### config.mk
export PLATFORM = sky130hd
export DESIGN_NAME = obstacle_avoid_sequencer_core
export DESIGN_NICKNAME = d
export VERILOG_FILES = /design/src/oas_pkg.sv /design/src/oas_scan.sv /design/src/oas_ctrl.sv /design/src/obstacle_avoid_sequencer_core.sv
export SDC_FILE = /design/constraint.sdc
export NUM_CORES = 1
export LEC_CHECK = 0
export BUFFER_PORTS_ARGS = -buffer_cell sky130_fd_sc_hd__buf_2
export CORE_MARGIN = 3
export CORE_UTILIZATION = 30
export CTS_CLUSTER_DIAMETER = 120
export DETAILED_ROUTE_END_ITERATION = 10
export HOLD_SLACK_MARGIN = 0.03
export PLACE_DENSITY = 0.46
export SLEW_MARGIN = 20
export SYNTH_ARGS = -nofsm -noshare
export SYNTH_HDL_FRONTEND = slang
export SYNTH_SLANG_ARGS = --single-unit
### constraint.sdc
create_clock -name clk -period 2.81 [get_ports clk]
set_input_delay 0.281 -clock clk [delete_from_list [all_inputs] [get_ports clk]]
set_output_delay 0.281 -clock clk [all_outputs]
set_load 0.05 [all_outputs]
### src/oas_pkg.sv
`timescale 1ns / 1ps
// ----------------------------------------------------------------------------
// oas_pkg
// Shared types and constants for the obstacle avoidance sequencer.
// ----------------------------------------------------------------------------
package oas_pkg;

  localparam logic [1:0] OP_POINT  = 2'd0;
  localparam logic [1:0] OP_CLOUD  = 2'd1;
  localparam logic [1:0] OP_MARKER = 2'd2;
  localparam logic [1:0] OP_TICK   = 2'd3;

  localparam logic [1:0] CMD_NONE  = 2'd0;
  localparam logic [1:0] CMD_LEFT  = 2'd1;
  localparam logic [1:0] CMD_RIGHT = 2'd2;
  localparam logic [1:0] CMD_FWD   = 2'd3;

  localparam logic [2:0] REG_NEAR  = 3'd0;
  localparam logic [2:0] REG_FAR   = 3'd1;
  localparam logic [2:0] REG_HALF  = 3'd2;
  localparam logic [2:0] REG_BAND  = 3'd3;
  localparam logic [2:0] REG_CLEAR = 3'd4;
  localparam logic [2:0] REG_TURN  = 3'd5;
  localparam logic [2:0] REG_MOVE  = 3'd6;

  localparam logic [14:0] NEAR_RST  = 15'd800;
  localparam logic [14:0] FAR_RST   = 15'd6000;
  localparam logic [14:0] HALF_RST  = 15'd700;
  localparam logic [14:0] BAND_RST  = 15'd350;
  localparam logic [7:0]  CLEAR_RST = 8'd6;
  localparam logic [7:0]  TURN_RST  = 8'd25;
  localparam logic [7:0]  MOVE_RST  = 8'd60;

  typedef struct packed {
    logic [1:0]         opcode;
    logic signed [15:0] point_x_mm;
    logic signed [15:0] point_y_mm;
    logic               point_valid;
    logic               marker_seen;
  } in_item_t;

  typedef struct packed {
    logic       avoid_active;
    logic [1:0] drive_command;
  } out_item_t;

  typedef struct packed {
    logic [14:0] near_limit_mm;
    logic [14:0] far_limit_mm;
    logic [14:0] half_width_mm;
    logic [14:0] side_band_mm;
    logic [7:0]  clear_clouds;
    logic [7:0]  turn_ticks;
    logic [7:0]  move_ticks;
  } cfg_t;

  typedef struct packed {
    logic               flag;
    logic signed [15:0] lateral;
  } obs_t;

  typedef enum logic [2:0] {
    MODE_IDLE = 3'b001,
    MODE_TURN = 3'b010,
    MODE_MOVE = 3'b100
  } mode_t;

  function automatic logic [7:0] inc_sat8(input logic [7:0] v);
    return (v == 8'hFF) ? 8'hFF : v + 8'd1;
  endfunction

endpackage

### src/oas_scan.sv
`timescale 1ns / 1ps
// ----------------------------------------------------------------------------
// oas_scan
// Forward box test, nearest point tracking and obstacle latch / clear.
// ----------------------------------------------------------------------------
module oas_scan import oas_pkg::*; (
  input  logic     clk,
  input  logic     rst_n,
  input  logic     item_vld,
  input  in_item_t item,
  input  cfg_t     cfg,
  input  logic     obs_clear,
  output obs_t     obs
);

  logic               found_r, found_nxt;
  logic signed [15:0] best_x_r, best_x_nxt;
  logic signed [15:0] best_y_r, best_y_nxt;
  logic               flag_r, flag_nxt;
  logic signed [15:0] lat_r, lat_nxt;
  logic [7:0]         empty_r, empty_nxt;

  logic signed [16:0] px, py, near_s, far_s, half_s;
  logic               in_box;
  logic [7:0]         empty_inc;

  assign px     = 17'(item.point_x_mm);
  assign py     = 17'(item.point_y_mm);
  assign near_s = $signed({2'b00, cfg.near_limit_mm});
  assign far_s  = $signed({2'b00, cfg.far_limit_mm});
  assign half_s = $signed({2'b00, cfg.half_width_mm});

  assign in_box = item.point_valid && (px >= near_s) && (px <= far_s) &&
                  (py >= -half_s) && (py <= half_s);
  assign empty_inc = inc_sat8(empty_r);

  always_comb begin
    found_nxt  = found_r;
    best_x_nxt = best_x_r;
    best_y_nxt = best_y_r;
    flag_nxt   = flag_r;
    lat_nxt    = lat_r;
    empty_nxt  = empty_r;
    if (obs_clear) begin
      flag_nxt  = 1'b0;
      lat_nxt   = '0;
      empty_nxt = '0;
    end
    if (item_vld) begin
      case (item.opcode)
        OP_POINT: begin
          if (in_box && (!found_r || item.point_x_mm < best_x_r)) begin
            found_nxt  = 1'b1;
            best_x_nxt = item.point_x_mm;
            best_y_nxt = item.point_y_mm;
          end
        end
        OP_CLOUD: begin
          if (found_r) begin
            flag_nxt  = 1'b1;
            empty_nxt = '0;
            lat_nxt   = best_y_r;
          end else if (flag_r) begin
            if (empty_inc >= cfg.clear_clouds) begin
              flag_nxt  = 1'b0;
              lat_nxt   = '0;
              empty_nxt = '0;
            end else begin
              empty_nxt = empty_inc;
            end
          end
          found_nxt  = 1'b0;
          best_x_nxt = '0;
          best_y_nxt = '0;
        end
        default: ;
      endcase
    end
  end

  always_ff @(posedge clk) begin
    if (!rst_n) begin
      found_r  <= 1'b0;
      best_x_r <= '0;
      best_y_r <= '0;
      flag_r   <= 1'b0;
      lat_r    <= '0;
      empty_r  <= '0;
    end else begin
      found_r  <= found_nxt;
      best_x_r <= best_x_nxt;
      best_y_r <= best_y_nxt;
      flag_r   <= flag_nxt;
      lat_r    <= lat_nxt;
      empty_r  <= empty_nxt;
    end
  end

  assign obs.flag    = flag_r;
  assign obs.lateral = lat_r;

endmodule

### src/oas_ctrl.sv
`timescale 1ns / 1ps
// ----------------------------------------------------------------------------
// oas_ctrl
// Marker flag and idle / turning / moving-clear mode machine, run on ticks.
// ----------------------------------------------------------------------------
module oas_ctrl import oas_pkg::*; (
  input  logic      clk,
  input  logic      rst_n,
  input  logic      item_vld,
  input  in_item_t  item,
  input  cfg_t      cfg,
  input  obs_t      obs,
  output logic      obs_clear,
  output out_item_t res
);

  mode_t      mode_r, mode_nxt;
  logic [7:0] step_r, step_nxt;
  logic       left_r, left_nxt;
  logic       marker_r, marker_nxt;

  logic               tick;
  logic [7:0]         step_inc;
  logic signed [16:0] lat_s, band_s;

  assign tick     = item_vld && (item.opcode == OP_TICK);
  assign step_inc = inc_sat8(step_r);
  assign lat_s    = 17'(obs.lateral);
  assign band_s   = $signed({2'b00, cfg.side_band_mm});

  always_comb begin
    mode_nxt          = mode_r;
    step_nxt          = step_r;
    left_nxt          = left_r;
    marker_nxt        = marker_r;
    obs_clear         = 1'b0;
    res.avoid_active  = 1'b0;
    res.drive_command = CMD_NONE;
    if (item_vld && item.opcode == OP_MARKER) begin
      marker_nxt = item.marker_seen;
    end
    unique case (mode_r)
      MODE_TURN: begin
        res.avoid_active  = 1'b1;
        res.drive_command = left_r ? CMD_LEFT : CMD_RIGHT;
        if (tick) begin
          if (step_inc >= cfg.turn_ticks) begin
            step_nxt = '0;
            mode_nxt = MODE_MOVE;
          end else begin
            step_nxt = step_inc;
          end
        end
      end
      MODE_MOVE: begin
        res.avoid_active  = 1'b1;
        res.drive_command = CMD_FWD;
        if (tick) begin
          if (step_inc >= cfg.move_ticks) begin
            step_nxt  = '0;
            mode_nxt  = MODE_IDLE;
            obs_clear = 1'b1;
          end else if (obs.flag) begin
            left_nxt = obs.lateral < 0;
            step_nxt = '0;
            mode_nxt = MODE_TURN;
          end else begin
            step_nxt = step_inc;
          end
        end
      end
      default: begin
        if (tick) begin
          mode_nxt = MODE_IDLE;
          if (obs.flag) begin
            if (lat_s < -band_s) begin
              left_nxt = 1'b1;
            end else if (lat_s > band_s) begin
              left_nxt = 1'b0;
            end else begin
              left_nxt = marker_r;
            end
            step_nxt = '0;
            mode_nxt = MODE_TURN;
          end
        end
      end
    endcase
  end

  always_ff @(posedge clk) begin
    if (!rst_n) begin
      mode_r   <= MODE_IDLE;
      step_r   <= '0;
      left_r   <= 1'b0;
      marker_r <= 1'b0;
    end else begin
      mode_r   <= mode_nxt;
      step_r   <= step_nxt;
      left_r   <= left_nxt;
      marker_r <= marker_nxt;
    end
  end

endmodule

### src/obstacle_avoid_sequencer_core.sv
`timescale 1ns / 1ps
// ----------------------------------------------------------------------------
// obstacle_avoid_sequencer_core
// Opcode-driven obstacle detector and avoidance sequencer, top level.
// ----------------------------------------------------------------------------
//  channel | ports                           | payload
//  in      | in_valid  in_ready  in_data     | in_item_t, one item per transfer
//  out     | out_valid out_ready out_data    | out_item_t, one per tick item
//  cfg     | cfg_valid cfg_ready cfg_index   | cfg_data, registers 0..6
//
//  One item per cycle unless a tick is held: an input register, then the state
//  update and a result register.
//  A tick waits in the input register only while the result register is full
//  and not taken; other opcodes never stall. cfg_ready is always high.
//  Synchronous active-low reset restores default limits and idle state.
// ----------------------------------------------------------------------------
module obstacle_avoid_sequencer_core import oas_pkg::*; (
  input  logic        clk,
  input  logic        rst_n,
  input  logic        in_valid,
  output logic        in_ready,
  input  in_item_t    in_data,
  output logic        out_valid,
  input  logic        out_ready,
  output out_item_t   out_data,
  input  logic        cfg_valid,
  output logic        cfg_ready,
  input  logic [2:0]  cfg_index,
  input  logic [14:0] cfg_data
);

  cfg_t      cfg_r;
  in_item_t  item_r;
  logic      item_vld_r;
  out_item_t res_r;
  logic      res_vld_r;

  logic      out_free, fire, is_tick;
  obs_t      obs;
  logic      obs_clear;
  out_item_t res;

  assign cfg_ready = 1'b1;

  always_ff @(posedge clk) begin
    if (!rst_n) begin
      cfg_r.near_limit_mm <= NEAR_RST;
      cfg_r.far_limit_mm  <= FAR_RST;
      cfg_r.half_width_mm <= HALF_RST;
      cfg_r.side_band_mm  <= BAND_RST;
      cfg_r.clear_clouds  <= CLEAR_RST;
      cfg_r.turn_ticks    <= TURN_RST;
      cfg_r.move_ticks    <= MOVE_RST;
    end else if (cfg_valid) begin
      unique case (cfg_index)
        REG_NEAR:  cfg_r.near_limit_mm <= cfg_data;
        REG_FAR:   cfg_r.far_limit_mm  <= cfg_data;
        REG_HALF:  cfg_r.half_width_mm <= cfg_data;
        REG_BAND:  cfg_r.side_band_mm  <= cfg_data;
        REG_CLEAR: cfg_r.clear_clouds  <= cfg_data[7:0];
        REG_TURN:  cfg_r.turn_ticks    <= cfg_data[7:0];
        REG_MOVE:  cfg_r.move_ticks    <= cfg_data[7:0];
        default: ;
      endcase
    end
  end

  assign out_free = !res_vld_r || out_ready;
  assign is_tick  = (item_r.opcode == OP_TICK);
  assign fire     = item_vld_r && (!is_tick || out_free);
  assign in_ready = !item_vld_r || fire;

  always_ff @(posedge clk) begin
    if (!rst_n) begin
      item_vld_r <= 1'b0;
    end else if (in_ready) begin
      item_vld_r <= in_valid;
    end
  end

  always_ff @(posedge clk) begin
    if (in_ready && in_valid) begin
      item_r <= in_data;
    end
  end

  oas_scan u_scan (
    .clk       (clk),
    .rst_n     (rst_n),
    .item_vld  (fire),
    .item      (item_r),
    .cfg       (cfg_r),
    .obs_clear (obs_clear),
    .obs       (obs)
  );

  oas_ctrl u_ctrl (
    .clk       (clk),
    .rst_n     (rst_n),
    .item_vld  (fire),
    .item      (item_r),
    .cfg       (cfg_r),
    .obs       (obs),
    .obs_clear (obs_clear),
    .res       (res)
  );

  always_ff @(posedge clk) begin
    if (!rst_n) begin
      res_vld_r <= 1'b0;
    end else if (fire && is_tick) begin
      res_vld_r <= 1'b1;
    end else if (out_ready) begin
      res_vld_r <= 1'b0;
    end
  end

  always_ff @(posedge clk) begin
    if (fire && is_tick) begin
      res_r <= res;
    end
  end

  assign out_valid = res_vld_r;
  assign out_data  = res_r;

endmodule
==> impl_metrics.tcl <==
set metrics [dict create \
    setup_violations 33 \
    area_delta_synth_final_pct 27.05 \
    fmax_mhz 324.3 \
    via_per_inst 4.854 \
    whs_path_depth 3 \
    hold-path-endpoint "item_vld_r" \
    required_ns 3.15 \
    nFillCells 3661 \
    skew_ns 0.01216 \
    crit_fanout 12 \
    diodes 0 \
    synth_nets 1446 \
    grt_pass1_vias 8938 \
    seq_area_frac_synth_pct 39.40 \
    crit_type "reg2reg" \
    grt_setup_unrepaired "true" \
    rrSetupSlack_ns -0.27 \
    syn_inst 1252 \
    cts_tree "built" \
    fin_crit_sh_pct 109.7 \
    synth_top_family_by_area "simple AND/OR/NAND/NOR gates" \
    regToRegStartpoint "cfg_r[44]" \
    coreArea_um2 35740 \
    cap_violations 0 \
    end_kind "register" \
    yosys.area_share.simple_pct 18.02 \
    final_nets 1626 \
    drive_above_1_share_pct 18.69 \
    dp.cells 1825 \
    initial_core_util_pct 30.64 \
    relSlewSlack_pct 43.35 \
    finalHoldViolations 0 \
    drv_slew 0 \
    yosys_warnings 0 \
    finalNonFillerCells 1906 \
    r2r_cells 16 \
    hp-class "in2reg" \
    grt_max_degree 53 \
    hp-start "in_valid" \
    violations "setup timing" \
    io_buffers 63 \
    dr_total_vias 9251 \
    drt_iter0_drc 436 \
    cts.sinks 196 \
    grt_pass1_wl_mm 50.14 \
    cts.htree.levels 4 \
    totalWireLength_mm 31.99 \
    tightestPinTransition_ns 0.8473 \
    antenna_found_initial 0 \
    antenna_left 0 \
    synth_edf_count 39 \
    hold_slack_ns 0.07161 \
    clockRootBuffer "clkbuf_16" \
    cts_made_buffers 17 \
    synth_top_flop_cell "dfxtp_1" \
    dieWidth_um 197.1 \
    min_period_ns 3.084 \
    drc 0 \
    cp-startpoint "cfg_r[44]" \
    synth_area_um2 10950 \
    outcome "complete, but fails checks" \
    wl_per_cell_um 16.78 \
    routabilityCongestion 0.8267 \
    clk_latency_ns 0.45 \
    async_reset_ff_share_pct 0 \
    design.die.area_um2 38830 \
    ys_seq_elements 196 \
    synth_xor_area_share_pct 2.479 \
    ios 65 \
    synth_cell_types 64 \
    hpwl_mm 23.43 \
    startpoint_type "register" \
    synth_fa_ha_area_share_pct 15.43 \
    clk_pin_slew_ns 0.08 \
    clockBufferDepth 2 \
    setup_tns_ns -8.143 \
    arrival_ns 3.43 \
    vdd_drop_max_uv 502.6 \
    grt-ovfl-total 0 \
    fin_ws_ns -0.2737 \
    rows 69 \
    synth_mux_area_share_pct 3.382 \
    power_density_nw_per_um2 443.9 \
    worstReg2RegEnd "u_scan.best_x_r[15]" \
    drt-pass1-iter-count 5 \
    synth_compound_area_share_pct 15.60 \
    grt_usage_pct 16.51 \
    postSynthAreaPerCell_um2 8.746 \
    p_leak_nw 5.921 \
    dieHeight_um 197.1 \
]
## cell usage in the layout, fill, tap and decap left out, types with 16 or more instances in the layout
cell type / count
inv_1: 108
a21o_1: 18
clkbuf_16: 21
a21oi_1: 95
nand3_1: 38
nand2_1: 232
dlygate4sd3_1: 36
dfxtp_1: 152
nand4_1: 16
ha_1: 128
edfxtp_1: 39
mux2i_1: 37
a32o_1: 16
buf_2: 63
nor2_1: 41
nor2b_1: 17
xnor2_1: 27
o211ai_1: 45
buf_4: 93
## per-layer routing
| metal | vias up | track usage [%] | share of wire, % |
|---|---|---|---|
| met5 | - | 0 | 0 |
| met4 | 0 | 3.933 | 1.3 |
| met3 | 22 | 2.627 | 2.7 |
| met2 | 108 | 26.54 | 46 |
| met1 | 4348 | 23.36 | 50 |
| li1 | 4773 | - | - |
## registers in the layout, summed over array words and instances, names as in the netlist
| register | count |
|---|---|
| item_r | 36 |
| u_scan.best_y_r | 16 |
| u_scan.lat_r | 16 |
| u_scan.empty_r | 8 |
| u_scan.best_x_r | 16 |
| out_data | 3 |
| cfg_r | 84 |
| out_valid | 1 |
| u_scan.flag_r | 1 |
| u_ctrl.mode_r | 3 |
| u_ctrl.step_r | 8 |
| u_scan.found_r | 1 |
| item_vld_r | 1 |
| u_ctrl.left_r | 1 |
| u_ctrl.marker_r | 1 |
## where the power goes
group          leakage [nW]  internal (mW)  switching, mW
combinational          3.97          0.252          0.355
sequential             1.65           2.93         0.0552
clock                 0.301           1.33           1.25
total                  5.92           4.51           1.66
## through the flow
stage | total power, mW | setup WS [ns] | area, um^2 | util (%)
2_1_floorplan | 3.351 | 0.002822 | 10980 | -
3_3_place_gp | 3.600 | -0.1939 | 12430 | 34.78
3_5_place_dp | 3.607 | -0.2619 | 12430 | 34.78
4_1_cts | 6.247 | -0.2352 | 13550 | 37.91
5_1_grt | 6.452 | -0.4714 | 13910 | 38.92
6_report | 6.176 | -0.2737 | 13910 | 38.92
## synthesized netlist by cell type, types with 3 or more instances
cell      count  area share, %
nand2_1     237            8.1
dfxtp_1     157             29
ha_1        135             15
inv_1       110            3.8
a21oi_1     101            4.6
nor2_1       45            1.5
o211ai_1     45            3.1
nand3_1      40            1.8
edfxtp_1     39             11
clkbuf_1     37            1.3
mux2i_1      37            3.4
xnor2_1      28            2.2
nor3_1       19           0.87
a21o_1       18            1.2
nand2b_1     17           0.97
nor2b_1      17           0.97
a32o_1       16            1.5
nand4_1      16           0.91
o21ai_0      15           0.69
o21ai_1      13           0.59
and3_1       12           0.69
nor4_1       10           0.57
a31oi_1       9           0.51
a211oi_1      7           0.48
and2_1        6           0.34
inv_2         5           0.17
o21a_1        5           0.34
buf_6         3           0.31
o31a_1        3           0.24
o31ai_1       3           0.21
or3_1         3           0.17
xor2_1        3           0.24
## worst max path at each step
stage,slack (ns),endpoint
final,-0.27,u_scan.best_x_r[15]
after detailed placement,-0.26,u_scan.best_y_r[14]
after global routing,-0.47,u_scan.best_x_r[11]
after CTS,-0.24,u_scan.best_y_r[14]
after floorplan,0.003,u_scan.best_y_r[0]
after global placement,-0.19,u_scan.best_x_r[15]
## cells by family after synthesis
family,after synthesis
AO/OA/AOI/OAI,260
flip-flops,196
adder cells (fa/ha/maj),135
XOR/XNOR,31
buffers and inverters,158
AND/OR/NAND/NOR,434
other,1
multiplexers,37
## layout make-up
| type | instances | area, um^2 | share of cell area [%] |
|---|---|---|---|
| timing repair buffer | 204 | 1585 | 11.39 |
| inverter | 115 | 434.2 | 3.121 |
| clock buffer | 19 | 454.2 | 3.265 |
| sequential | 196 | 4320 | 31.05 |
| tap | 461 | 576.8 | 4.146 |
| multi-input combinational | 898 | 6381 | 45.87 |
| clock inverter | 13 | 160.2 | 1.151 |
## repair_timing
action                     in CTS  in global routing
hold endpoints to repair       36                  0
cloned                          0                  3
setup buffers                   5                  5
hold buffers                   36                  0
gates resized for setup        24                 46
pin swaps                       9                 19
setup endpoints to repair      68                 70
## critical path, stage by stage, from the launching register on
cell	delay, ns
dfxtp_2	0.33
inv_2	0.04
nand4_1	0.19
nor4_4	0.26
nand3_2	0.13
buf_6	0.14
buf_4	0.13
xnor2_2	0.14
ha_4	0.29
a21oi_2	0.05
o21ai_2	0.15
a21oi_2	0.04
o31a_1	0.26
a22oi_2	0.18
nand4_4	0.23
buf_12	0.23
and3_1	0.16
(Power assumes the default switching activity.)
